--- config.mk ---
export PLATFORM = sky130hd
export DESIGN_NAME = tcw_front
export DESIGN_NICKNAME = d
export VERILOG_FILES = /design/src/tcw_pkg.sv /design/src/tcw_front.sv
export SDC_FILE = /design/constraint.sdc
export NUM_CORES = 1
export LEC_CHECK = 0
export ABC_CLOCK_PERIOD_IN_PS = 800
export BUFFER_PORTS_ARGS = -buffer_cell sky130_fd_sc_hd__buf_2
export CAP_MARGIN = 10
export CORE_AREA = 5 5 42 44
export DETAILED_ROUTE_END_ITERATION = 10
export DIE_AREA = 0 0 47 49
export SYNTH_ARGS = -nofsm -noshare
export SYNTH_HDL_FRONTEND = slang
export SYNTH_SLANG_ARGS = --single-unit
export TNS_END_PERCENT = 1
--- constraint.sdc ---
create_clock -name vclk -period 0.8
set_clock_uncertainty 0.05 [all_clocks]
set_input_delay 0.08 -clock vclk [all_inputs]
set_output_delay 0.08 -clock vclk [all_outputs]
set_load 0.01 [all_outputs]
--- src/tcw_pkg.sv ---
// ----------------------------------------------------------------------------
// tcw_pkg
// Shared types, codes and constants of the text console character writer.
// ----------------------------------------------------------------------------
package tcw_pkg;

  localparam int DEF_COLUMNS = 80;
  localparam int DEF_ROWS    = 25;
  localparam int QUEUE_DEPTH = 2;
  localparam int TAB_STOP    = 8;

  localparam logic [7:0] CH_LINE_FEED = 8'd10;
  localparam logic [7:0] CH_TAB       = 8'd9;
  localparam logic [7:0] CH_SPACE     = 8'd32;
  localparam logic [7:0] RESET_ATTR   = 8'h07;

  // register index, taken from paddr[2]
  localparam logic REG_TEXT_ATTR = 1'b0;

  typedef enum logic [1:0] {
    OP_PUT   = 2'd0,
    OP_SET   = 2'd1,
    OP_CLEAR = 2'd2,
    OP_READ  = 2'd3
  } tcw_op_e;

  typedef enum logic [2:0] {
    KIND_CHAR  = 3'd0,
    KIND_LF    = 3'd1,
    KIND_TAB   = 3'd2,
    KIND_SET   = 3'd3,
    KIND_CLEAR = 3'd4,
    KIND_READ  = 3'd5
  } tcw_kind_e;

  typedef enum logic [2:0] {
    ST_INIT   = 3'd0,
    ST_IDLE   = 3'd1,
    ST_EXEC   = 3'd2,
    ST_RDWAIT = 3'd3,
    ST_SCROLL = 3'd4,
    ST_FILL   = 3'd5
  } tcw_state_e;

  typedef struct packed {
    tcw_op_e     op;
    logic [7:0]  ch;
    logic [6:0]  col;
    logic [4:0]  row;
  } tcw_req_t;

  typedef struct packed {
    logic [6:0]  cursor_col;
    logic [4:0]  cursor_row;
    logic [7:0]  cell_char;
    logic [7:0]  cell_attr;
    logic        scrolled;
  } tcw_rsp_t;

  // classified request; col and row already saturated
  typedef struct packed {
    tcw_kind_e   kind;
    logic [7:0]  ch;
    logic [6:0]  col;
    logic [4:0]  row;
  } tcw_cmd_t;

  typedef struct packed {
    logic        empty;
    logic        full;
  } tcw_qstat_t;

endpackage

--- src/tcw_front.sv ---
// ----------------------------------------------------------------------------
// tcw_front
// Takes requests, decodes them into commands and saturates col/row.
// ----------------------------------------------------------------------------
module tcw_front #(
  parameter int COLUMNS = tcw_pkg::DEF_COLUMNS,
  parameter int ROWS    = tcw_pkg::DEF_ROWS
) (
  input  logic                start_i,
  input  tcw_pkg::tcw_req_t   req_i,
  input  tcw_pkg::tcw_qstat_t qstat_i,
  input  logic                init_busy_i,
  output logic                busy_o,
  output logic                push_o,
  output tcw_pkg::tcw_cmd_t   cmd_o
);
  import tcw_pkg::*;

  logic [31:0] col_ext;
  logic [31:0] row_ext;

  assign busy_o  = qstat_i.full | init_busy_i;
  assign push_o  = start_i & ~busy_o;
  assign col_ext = 32'(req_i.col);
  assign row_ext = 32'(req_i.row);

  always_comb begin
    cmd_o.ch  = req_i.ch;
    cmd_o.col = (col_ext > 32'(COLUMNS - 1)) ? 7'(COLUMNS - 1) : req_i.col;
    cmd_o.row = (row_ext > 32'(ROWS - 1)) ? 5'(ROWS - 1) : req_i.row;
    case (req_i.op)
      OP_PUT: begin
        if (req_i.ch == CH_LINE_FEED) begin
          cmd_o.kind = KIND_LF;
        end else if (req_i.ch == CH_TAB) begin
          cmd_o.kind = KIND_TAB;
        end else begin
          cmd_o.kind = KIND_CHAR;
        end
      end
      OP_SET:   cmd_o.kind = KIND_SET;
      OP_CLEAR: cmd_o.kind = KIND_CLEAR;
      OP_READ:  cmd_o.kind = KIND_READ;
      default:  cmd_o.kind = KIND_READ;
    endcase
  end

endmodule

[After elaboration in Yosys (flattened, before gate mapping)]
Cells that the tools add are included.
Word-level totals
  output and inout bits: 25
  logic and storage cells: 16
  flip-flop bits (word level): 0
Operators by class
  equal/unequal tests: 5
  reduce and logical (&&, ||, !) cells: 1
  $lt $le $gt $ge: 2
  mux-type cells: 5
  bitwise gates (word level): 3
Operator list (number)
  8-bit by 4-bit equality test with 1-bit output, second input constant: 2
  3-bit case mux with 4 select lines: 1
  7-bit > comparator, second input constant: 1
  7-bit two-way mux: 1
  5-bit > comparator, second input constant: 1
  5-bit two-way mux: 1
  2-bit equality test, second input constant: 2
  2-bit two-way mux: 2
  2-bit by 1-bit equality test with 1-bit output, second input constant: 1
  2-bit logical NOT: 1
  1-bit bitwise AND: 1
  1-bit NOT: 1
  1-bit OR: 1

[Depth between registers and ports, before layout]
  depth after elaboration: 4
  gate-level depth with buffers: 3
  depth with buffers taken out: 3

[Least setup slack after synthesis]
Ideal clock, no wire load.
  path type: input to output
  start: in req_i[17] (netlist name)
  end: out cmd_o[21] (netlist name)
  buffers on the path: 0
  arrival: 0.596 ns
  data required time: 0.670 ns
  setup slack: 0.074 ns
  stages: 3
  cell sequence: nor4_4 a21oi_1 nor2_1
RTL lines
  start, declared: line tcw_front.sv:10  | input tcw_pkg::tcw_req_t req_i,
  end, declared: line tcw_front.sv:15  | output tcw_pkg::tcw_cmd_t cmd_o

==> tab_implementation.tex <==
\begin{tabular}{lr}
\hline
Metric & Value \\
\hline
\multicolumn{2}{l}{\textbf{Finish}} \\
\quad Final Net Count & 103 \\
\quad Area Growth Syn to Fin & 139\% \\
\quad Inserted Diodes & 0 \\
\quad CLK BUF & 0 \\
\quad Share of cells above drive strength 1 & 81.3\% \\
\quad Area taken by flip-flops and latches & 0 um2 \\
\quad Cell Count, Final, Fillers Out & 91 \\
\quad Final std cell area, no fill & 508 um2 \\
\quad Number of sequential cells in the layout & 0 \\
\quad Core Util, Final & 36.3\% \\
\multicolumn{2}{l}{\textbf{Yosys}} \\
\quad Syn Area/Cell & 6.65 um2 \\
\quad Largest cells by area after synthesis & sky130\_fd\_sc\_hd\_\_buf\_4 (28\%), sky130\_fd\_sc\_hd\_\_nor4\_4 (10\%), sky130\_fd\_sc\_hd\_\_and2\_1 (8.8\%) \\
\quad Cell taking the most area after synthesis & sky130\_fd\_sc\_hd\_\_buf\_4 \\
\quad Area of the mapped netlist & 213 um2 \\
\quad Mapped Nets & 58 \\
\quad Count of distinct cell types in the synthesized netlist & 16 \\
\quad Leading post-synthesis cells by instance count & sky130\_fd\_sc\_hd\_\_buf\_4 (8), sky130\_fd\_sc\_hd\_\_clkbuf\_1 (4), sky130\_fd\_sc\_hd\_\_and2\_1 (3), sky130\_fd\_sc\_hd\_\_nand2b\_1 (3) \\
\quad Sequential fraction of the synthesis area & 0\% \\
\quad Fraction of synthesized cell area taken by the top area cell type & 28.2\% \\
\quad Number of synthesis warnings & 0 \\
\quad Post-Syn Instances & 32 \\
\quad Library cell with the highest instance count after synthesis & sky130\_fd\_sc\_hd\_\_buf\_4 \\
\multicolumn{2}{l}{\textbf{STA}} \\
\quad Transition time of the tightest slew-check pin & 0.217 ns \\
\quad Post-route fraction of the period consumed by the critical path & 114\% \\
\quad Max frequency & 1.09 GHz \\
\quad Worst slew margin relative to its limit & 85.4\% \\
\quad Final number of max-transition violations & 0 \\
\quad Worst Slack Setup Final & -0.116 ns \\
\quad Time the worst path needs with I/O delays and setup & 0.916 ns \\
\quad Setup repair after global routing missed its margin & yes \\
\quad Count of final hold-check violations & 0 \\
\quad Setup violators final & 3 \\
\multicolumn{2}{l}{\textbf{Setup path}} \\
\quad Family with the most delay on the worst path & simple AND/OR/NAND/NOR gates \\
\quad Maximum single-stage delay on the critical path & 0.28 ns \\
\quad Setup CP Type & in2out \\
\quad Slowest-stage cell, CP & sky130\_fd\_sc\_hd\_\_nor4\_4 \\
\quad Startpoint type of the worst setup path & primary input \\
\quad Cells along the critical path & buf\_6, nor4\_4, a21oi\_1, nor2\_1, buf\_2 \\
\quad Buffers \& Inverters on Critical Path & 2 \\
\quad Arrival time at the worst endpoint & 0.79 ns \\
\quad Worst EP required & 0.67 ns \\
\quad Largest fanout of any net on the critical path & 2 \\
\quad Kind of end point of the critical path & output port \\
\multicolumn{2}{l}{\textbf{Routing}} \\
\quad Initial detailed-routing violation count & 0 \\
\quad Final wirelength & 857 um \\
\quad Via count & 374 \\
\quad Detail-routed net length per standard cell & 9.42 um \\
\quad Via density per instance & 4.11 \\
\quad Antenna Nets Post-Route & 0 \\
\quad Residual DRC count & 0 \\
\quad Detailed-routing iteration count for the pre-antenna-repair pass & 1 \\
\multicolumn{2}{l}{\textbf{Flow run}} \\
\quad Max-capacitance violation count & 0 \\
\multicolumn{2}{l}{\textbf{Placement}} \\
\quad Number of placed instances, taps included & 91 \\
\quad Final GP Congestion & 0.698 \\
\quad Pre-CTS setup slack & -0.153 ns \\
\quad Post-detailed-placement cell area & 445 um2 \\
\quad Quantity of I/O buffers inserted on ports & 50 \\
\multicolumn{2}{l}{\textbf{Floorplanning}} \\
\quad Area inside the core boundary & 1400 um2 \\
\quad Number of rows in the core area & 14 \\
\quad I/O pin cnt & 51 \\
\quad Die ar. & 2300 um2 \\
\quad Vert. Die Dim & 49 um \\
\quad Overall die width & 47 um \\
\quad Initial cell density of the core & 15.2\% \\
\multicolumn{2}{l}{\textbf{Pwr}} \\
\quad Maximum VDD drop & 0.000158 V \\
\quad Total power of the final layout & 271 uW \\
\quad Total leakage power & 0.000297 uW \\
\quad Total power divided by cell area & 534 nW/um2 \\
\multicolumn{2}{l}{\textbf{Worst hold path}} \\
\quad Worst Hold Class & in2out \\
\multicolumn{2}{l}{\textbf{GRT}} \\
\quad GRT Overall Usage & 5.75\% \\
\quad Largest net degree at the start of global routing & 4 \\
\quad Number of global-route vias before repair & 311 \\
\quad First-pass GRT wire length & 1.10 mm \\
\quad Number of antenna violations at the first check in global routing & 0 \\
\quad Leftover overflow at the end of global routing & 0 \\
\multicolumn{2}{l}{\textbf{Run status}} \\
\quad Result of the run & finished, violations left \\
\quad Failing checks & negative setup slack \\
\multicolumn{2}{l}{\textbf{Clock network}} \\
\quad Number of buffers added to fix hold violations after cts & 0 \\
\quad Post CTS Setup Buffer Count & 0 \\
\hline
\end{tabular}
worst paths after layout:
kind      start   endpoint  slack (ns)  cells past startpoint
max   req_i[18]  cmd_o[21]       -0.12                      5
min   req_i[18]  cmd_o[18]        0.30                      2
layer usage:
| metal | vias to the layer above | track usage, % | wire, um |
|---|---|---|---|
| met5 | - | 0 | 0 |
| met3 | 0 | 1.85 | 206 |
| met4 | 0 | 0 | 0 |
| met1 | 155 | 6.30 | 275 |
| li1 | 180 | - | - |
| met2 | 39 | 10.9 | 375 |
repair_timing:
| action | 4_1_cts | 5_1_grt |
|---|---|---|
| resized for setup | 4 | 8 |
| setup endpoints to repair | 4 | 4 |
| pin swaps | 4 | 5 |
| hold endpoints to repair | 0 | 0 |
report_power, final:
group          internal, uW  switching [uW]  total, uW
registers                 0               0          0
clock network             0               0          0
logic                   155             116        271
total                   155             116        271
area by class of cell:
cell class	instances	area (um2)
Fill cell	150	893
Inverter	1	3.75
Multi-Input combinational cell	19	159
Tap cell	16	20.0
Timing Repair Buffer	55	325
cells in the final DEF (no fill, tap or decap), drive strengths merged:
master / n
a21oi: 1
a31o: 1
and2: 3
buf: 55
inv: 1
nand2: 1
nand2b: 3
nor2: 2
nor2b: 2
nor4: 1
nor4b: 1
nor4bb: 1
o21ai: 1
or2: 1
or2b: 1
metrics by stage:
stage,hold slack (ns),setup TNS (ns)
floorplan,0.156,0
global placement,0.312,-0.288
detailed placement,0.310,-0.332
CTS,0.307,-0.293
global route,0.312,-0.355
finish,0.304,-0.189
kinds of logic after synthesis:
logic type | count (synthesis) | synth area share [%]
buf+inv | 13 | 37.1
simple gates | 16 | 54.1
compound gates | 3 | 8.82
(Power assumes the default switching activity.)
