[src/tcw_pkg.sv]
// ----------------------------------------------------------------------------
// tcw_pkg
// Shared types, codes and constants of the text console character writer.
// ----------------------------------------------------------------------------
package tcw_pkg;

  localparam int DEF_COLUMNS = 80;
  localparam int DEF_ROWS    = 25;
  localparam int QUEUE_DEPTH = 2;
  localparam int TAB_STOP    = 8;

  localparam logic [7:0] CH_LINE_FEED = 8'd10;
  localparam logic [7:0] CH_TAB       = 8'd9;
  localparam logic [7:0] CH_SPACE     = 8'd32;
  localparam logic [7:0] RESET_ATTR   = 8'h07;

  // register index, taken from paddr[2]
  localparam logic REG_TEXT_ATTR = 1'b0;

  typedef enum logic [1:0] {
    OP_PUT   = 2'd0,
    OP_SET   = 2'd1,
    OP_CLEAR = 2'd2,
    OP_READ  = 2'd3
  } tcw_op_e;

  typedef enum logic [2:0] {
    KIND_CHAR  = 3'd0,
    KIND_LF    = 3'd1,
    KIND_TAB   = 3'd2,
    KIND_SET   = 3'd3,
    KIND_CLEAR = 3'd4,
    KIND_READ  = 3'd5
  } tcw_kind_e;

  typedef enum logic [2:0] {
    ST_INIT   = 3'd0,
    ST_IDLE   = 3'd1,
    ST_EXEC   = 3'd2,
    ST_RDWAIT = 3'd3,
    ST_SCROLL = 3'd4,
    ST_FILL   = 3'd5
  } tcw_state_e;

  typedef struct packed {
    tcw_op_e     op;
    logic [7:0]  ch;
    logic [6:0]  col;
    logic [4:0]  row;
  } tcw_req_t;

  typedef struct packed {
    logic [6:0]  cursor_col;
    logic [4:0]  cursor_row;
    logic [7:0]  cell_char;
    logic [7:0]  cell_attr;
    logic        scrolled;
  } tcw_rsp_t;

  // classified request; col and row already saturated
  typedef struct packed {
    tcw_kind_e   kind;
    logic [7:0]  ch;
    logic [6:0]  col;
    logic [4:0]  row;
  } tcw_cmd_t;

  typedef struct packed {
    logic        empty;
    logic        full;
  } tcw_qstat_t;

endpackage

[src/tcw_queue.sv]
// ----------------------------------------------------------------------------
// tcw_queue
// Short command FIFO between the front and the back.
// ----------------------------------------------------------------------------
module tcw_queue (
  input  logic                clk_i,
  input  logic                rst_ni,
  input  logic                push_i,
  input  tcw_pkg::tcw_cmd_t   cmd_i,
  input  logic                pop_i,
  output tcw_pkg::tcw_cmd_t   cmd_o,
  output tcw_pkg::tcw_qstat_t qstat_o
);
  import tcw_pkg::*;

  localparam int PTR_W = (QUEUE_DEPTH > 1) ? $clog2(QUEUE_DEPTH) : 1;
  localparam int CNT_W = $clog2(QUEUE_DEPTH + 1);

  tcw_cmd_t           entry_q [QUEUE_DEPTH];
  logic [PTR_W-1:0]   wptr_q, wptr_d;
  logic [PTR_W-1:0]   rptr_q, rptr_d;
  logic [CNT_W-1:0]   count_q, count_d;

  function automatic logic [PTR_W-1:0] ptr_inc(input logic [PTR_W-1:0] p);
    if (32'(p) == QUEUE_DEPTH - 1) begin
      return '0;
    end
    return p + 1'b1;
  endfunction

  assign cmd_o         = entry_q[rptr_q];
  assign qstat_o.empty = (count_q == '0);
  assign qstat_o.full  = (32'(count_q) == QUEUE_DEPTH);

  always_comb begin
    wptr_d  = push_i ? ptr_inc(wptr_q) : wptr_q;
    rptr_d  = pop_i ? ptr_inc(rptr_q) : rptr_q;
    count_d = count_q;
    if (push_i && !pop_i) begin
      count_d = count_q + 1'b1;
    end else if (pop_i && !push_i) begin
      count_d = count_q - 1'b1;
    end
  end

  always_ff @(posedge clk_i or negedge rst_ni) begin
    if (!rst_ni) begin
      wptr_q  <= '0;
      rptr_q  <= '0;
      count_q <= '0;
    end else begin
      wptr_q  <= wptr_d;
      rptr_q  <= rptr_d;
      count_q <= count_d;
    end
  end

  always_ff @(posedge clk_i) begin
    if (push_i) begin
      entry_q[wptr_q] <= cmd_i;
    end
  end

endmodule

[config.mk]
export PLATFORM = sky130hd
export DESIGN_NAME = tcw_queue
export DESIGN_NICKNAME = d
export VERILOG_FILES = /design/src/tcw_pkg.sv /design/src/tcw_queue.sv
export SDC_FILE = /design/constraint.sdc
export NUM_CORES = 1
export LEC_CHECK = 0
export ABC_AREA = 1
export CAP_MARGIN = 20
export CELL_PAD_IN_SITES_DETAIL_PLACEMENT = 1
export CELL_PAD_IN_SITES_GLOBAL_PLACEMENT = 1
export CORE_MARGIN = 8
export CORE_UTILIZATION = 35
export CTS_BUF_LIST = sky130_fd_sc_hd__clkbuf_4 sky130_fd_sc_hd__clkbuf_8 sky130_fd_sc_hd__clkbuf_16
export CTS_CLUSTER_DIAMETER = 120
export DETAILED_ROUTE_END_ITERATION = 12
export DONT_BUFFER_PORTS = 1
export PLACE_DENSITY = 0.61
export SLEW_MARGIN = 10
export SYNTH_ARGS = -nofsm -noshare
export SYNTH_HDL_FRONTEND = slang
export SYNTH_SLANG_ARGS = --single-unit
export TNS_END_PERCENT = 1
[constraint.sdc]
create_clock -name clk_i -period 5.7 [get_ports clk_i]
set_input_delay 0.57 -clock clk_i [delete_from_list [all_inputs] [get_ports clk_i]]
set_output_delay 0.57 -clock clk_i [all_outputs]
set_load 0.03 [all_outputs]
== Word-level counts from Yosys, hierarchy flattened ==
Memories as Yosys holds them, arrays and structs flattened.
Index checks and enable logic that the tools add are counted.

* Memories kept: 1
* Bits of input ports: 27
* Bits in registers: 4
* Output and inout bits: 25
* Bits in writable memories: 46
* Logic and storage cells: 25

* Reduce and logical (&&, ||, !) cells: 6
* Eq/ne operators: 1
* Add/sub/neg operators: 4
* Mux-type cells: 10

{| class="wikitable"
|+ Memories
! name !! words !! width !! rd ports !! clocked after Yosys merged registers in !! write ports !! RTL line !! source
|-
| entry_q || 2 || 23 || 1 || 0 || 1 || tcw_queue.sv:19 || <nowiki>tcw_cmd_t entry_q [QUEUE_DEPTH];</nowiki>
|}

{| class="wikitable"
|+ Operators with widths
! kind !! count
|-
| 1-bit 2-to-1 mux || 8
|-
| 2-bit 2-to-1 mux || 2
|-
| 1-bit adder, second input constant || 2
|-
| 2-bit by 1-bit adder with 2-bit output, second input constant || 1
|-
| 2-bit == test, second input constant || 1
|-
| 1-bit logical AND || 2
|-
| 1-bit logical NOT || 2
|-
| 2-bit logical NOT || 1
|-
| 2-bit nonzero test || 1
|-
| 2-bit by 1-bit subtractor with 2-bit output, second input constant || 1
|}

== Longest topological paths before layout ==
* Word-level depth: 4
* Depth in mapped cells: 7
* Mapped depth without buffers: 7

== Worst setup path after synthesis ==
No wires, ideal clock.

* Kind: input -> register
* Start point: input port push_i
* End point: memory entry_q[0][0] in the netlist's numbering, enable pin
* Stages on the path: 2
* Data required time: 5.297 ns
* Slack: 3.713 ns
* Library setup time: 0.403 ns
* Arrival time: 1.584 ns
* Buffers on the path: 0
* Cells stage by stage: inv_1 -> nor2_1

* Word-level cells in the longest chain between the ends: 2

{| class="wikitable"
|+ Ends and longest elaborated chain
! what !! RTL line !! source
|-
| start, declared || tcw_queue.sv:8 || <nowiki>input logic push_i,</nowiki>
|-
| 1-bit 2-to-1 mux || tcw_queue.sv:59 || <nowiki>if (push_i) begin</nowiki>
|-
| 1-bit 2-to-1 mux (implied by the code) || tcw_queue.sv:60 || <nowiki>entry_q[wptr_q] <= cmd_i;</nowiki>
|-
| end, declared || tcw_queue.sv:19 ||
|}

No other way between the ends.

==> results.py <==
metrics = {
    "critical_path": {
        "required_ns": 5.13,
        "r2r_cells": 2,
        "critical_path_class": "reg2out",
        "crit_arrival_ns": 1.86,
        "reg2reg_to": "entry_q[1][11]",
        "crit_fanout": 15,
        "reg2reg_setup_slack_ns": 4.19,
        "startpoint_type": "flop",
        "crit_path_end_kind": "primary output",
        "rr_startpoint": "wptr_q",
    },
    "sta": {
        "slew_violations": 0,
        "fmax_mhz": 411,
        "tns_ns": 0,
        "tightest_slew_ns": 0.909,
        "post-route-period-util": 0.426,
        "clock_skew_ns": 0.00709,
        "finalSetupViolations": 0,
        "rsz0062_at_grt": "false",
        "hold_violations": 0,
        "period_minus_slack_ns": 2.43,
        "maxSlewHeadroom": 0.393,
    },
    "outcome": {
        "status": "completed",
    },
    "cts": {
        "clock-sinks": 50,
        "clk_pin_slew_ns": 0.08,
        "cts_buffer_depth": 2,
        "cts-root-buf": "clkbuf_8",
        "cts-buffers-inserted": 5,
        "cts_tree": "built",
        "cts.repair.resized": 0,
        "clk_latency_ns": 0.30,
        "h-tree-depth": 2,
    },
    "placement": {
        "io_buffers": 0,
        "placedCellCount": 168,
        "dp_hpwl_mm": 2.50,
        "gp_congestion": 0.616,
        "place_area_um2": 2030,
    },
    "finish": {
        "drive_gt1_frac": 0.324,
        "fill_cells": 546,
        "antennaDiodeCount": 0,
        "layoutNonFillerInstCount": 177,
        "design_area_um2": 2150,
        "layout.nets": 132,
        "syn2layout_area_growth_pct": 9.15,
        "final_util": 0.393,
    },
    "floorplanning": {
        "start_util": 0.360,
        "die_h_um": 91.0,
        "ios": 52,
        "rows": 27,
        "die_w_um": 91.0,
        "core-area_um2": 5470,
        "fp.dieArea_um2": 8280,
    },
    "hold_path": {
        "hold_path.startpoint": "pop_i",
        "holdPathEnd": "rptr_q",
        "hold_class": "in2reg",
        "holdPathStages": 1,
    },
    "yosys": {
        "yosysMostFrequentCell": "edfxtp_1",
        "synth-edff-count": 46,
        "yosysUniqueCellTypes": 14,
        "synth.net_count": 125,
        "syn_area_per_cell_um2": 20.3,
        "yosysWarnings": 0,
        "synthFlopType": "edfxtp_1",
        "async_flop_share": 0.0800,
        "ys_ff_latch": 50,
        "synth_common_cells": "edfxtp_1 (46), mux2_4 (19), inv_1 (7), nand2_1 (5)",
        "synth_top_area_share": 0.701,
        "syn_area_um2": 1970,
        "netlist_top_cells_area": "edfxtp_1 (70%), mux2_4 (14%), dfrtp_1 (5.1%), mux2_2 (2.3%), buf_12 (2.0%)",
        "ys_seq_area_frac": 0.752,
        "synthCells": 97,
        "yosysTopAreaCell": "edfxtp_1",
    },
    "global_route": {
        "grt_pass1_wl_mm": 5.30,
        "track_usage": 0.0858,
        "antenna_found_initial": 0,
        "grt_pass1_vias": 967,
        "grt_remaining_overflow": 0,
        "grt_start_max_net_pins": 24,
    },
    "power_and_ir_drop": {
        "power_density_nw_per_um2": 551,
        "peakVddDrop_mv": 0.221,
        "leakagePower_nw": 0.793,
    },
    "run": {
        "max_cap_viol_count": 0,
    },
    "detailed_routing": {
        "via_per_inst": 4.59,
        "drc": 0,
        "dr_wl_met2_mm": 1.79,
        "drtPass1Iterations": 3,
        "route.detailed.wl_per_inst_um": 19.3,
        "wirelength_mm": 3.41,
        "antenna_left": 0,
        "drt-met1-wl_mm": 1.14,
        "drt_iter0_drc": 24,
        "dr_wl_met3_um": 427,
        "top_layer_used": "met4",
        "vias": 812,
    },
}
[critical path: stages, from the launching register on]
cell and delay, ns:
dfrtp_1 0.71, buf_4 0.38, mux2_2 0.46
[per-stage QoR]
step	setup WS, ns	hold slack [ns]	power, mW
after floorplan	3.71	0.274	0.929
after global placement	3.61	0.275	0.944
after detailed placement	3.56	0.275	0.960
after CTS	3.21	0.334	1.20
after global routing	3.17	0.337	1.24
final	3.27	0.347	1.18
[worst max-delay path by stage]
stage	start	endpoint	slack, ns	cells after the start
floorplan	push_i	entry_q[0][0]	3.71	2
global placement	rptr_q	cmd_o[3]	3.61	2
detailed placement	rptr_q	cmd_o[2]	3.56	2
CTS	rptr_q	cmd_o[2]	3.21	2
global route	rptr_q	cmd_o[2]	3.17	2
finish	rptr_q	cmd_o[2]	3.27	2
[repair_timing]
| action | 4_1_cts | 5_1_grt |
|---|---|---|
| hold endpoints to repair | 4 | 0 |
| hold buffers | 1 | 0 |
| buffers inserted | 0 | 0 |
[flip-flops by register name, indices dropped and copies added, names as in the netlist]
register  cells
rptr_q        1
wptr_q        1
count_q       2
entry_q      46
[report_power, final]
group | switching [mW] | internal [mW] | leakage, nW
Clock | 0.113 | 0.130 | 0.0504
Combinational | 0.268 | 0.138 | 0.263
Sequential | 0.0450 | 0.490 | 0.479
[cell usage in the layout (no fill, tap or decap), drive strengths merged]
| cell type | Yosys | routed |
|---|---|---|
| ha | 1 | 1 |
| bufinv | 0 | 1 |
| xor2 | 2 | 2 |
| nor2 | 3 | 3 |
| dfrtp | 4 | 4 |
| buf | 3 | 2 |
| xnor2 | 1 | 1 |
| nand4 | 1 | 1 |
| clkbuf | 0 | 5 |
| inv | 7 | 7 |
| mux2 | 23 | 23 |
| nand3 | 1 | 1 |
| nand2 | 5 | 5 |
| dlygate4sd3 | 0 | 1 |
| clkinvlp | 0 | 2 |
| edfxtp | 46 | 46 |
[metal layers]
metal | vias up | track usage
met5 | - | 0
li1 | 367 | -
met4 | 0 | 0.0368
met1 | 407 | 0.0764
met3 | 5 | 0.0601
met2 | 33 | 0.146
[cell families after synthesis]
kind of cell             after synthesis  share of synthesized area
adder cells (fa/ha/maj)                1                    0.00635
XOR/XNOR                               3                     0.0133
flip-flops                            50                      0.752
multiplexers                          23                      0.168
buffers and inverters                 10                     0.0394
AND/OR/NAND/NOR                       10                     0.0210
[cell type report]
class | count | area [µm²] | share of cell area
flip-flops and latches | 50 | 1480 | 0.689
well taps | 72 | 90.1 | 0.0419
multi-input cells | 37 | 413 | 0.192
clock buffers | 5 | 68.8 | 0.0320
repair buffers | 3 | 25.0 | 0.0116
clock inverters | 3 | 45.0 | 0.0210
inverters | 7 | 26.3 | 0.0122
No activity file was read; power rests on OpenSTA's default activity.
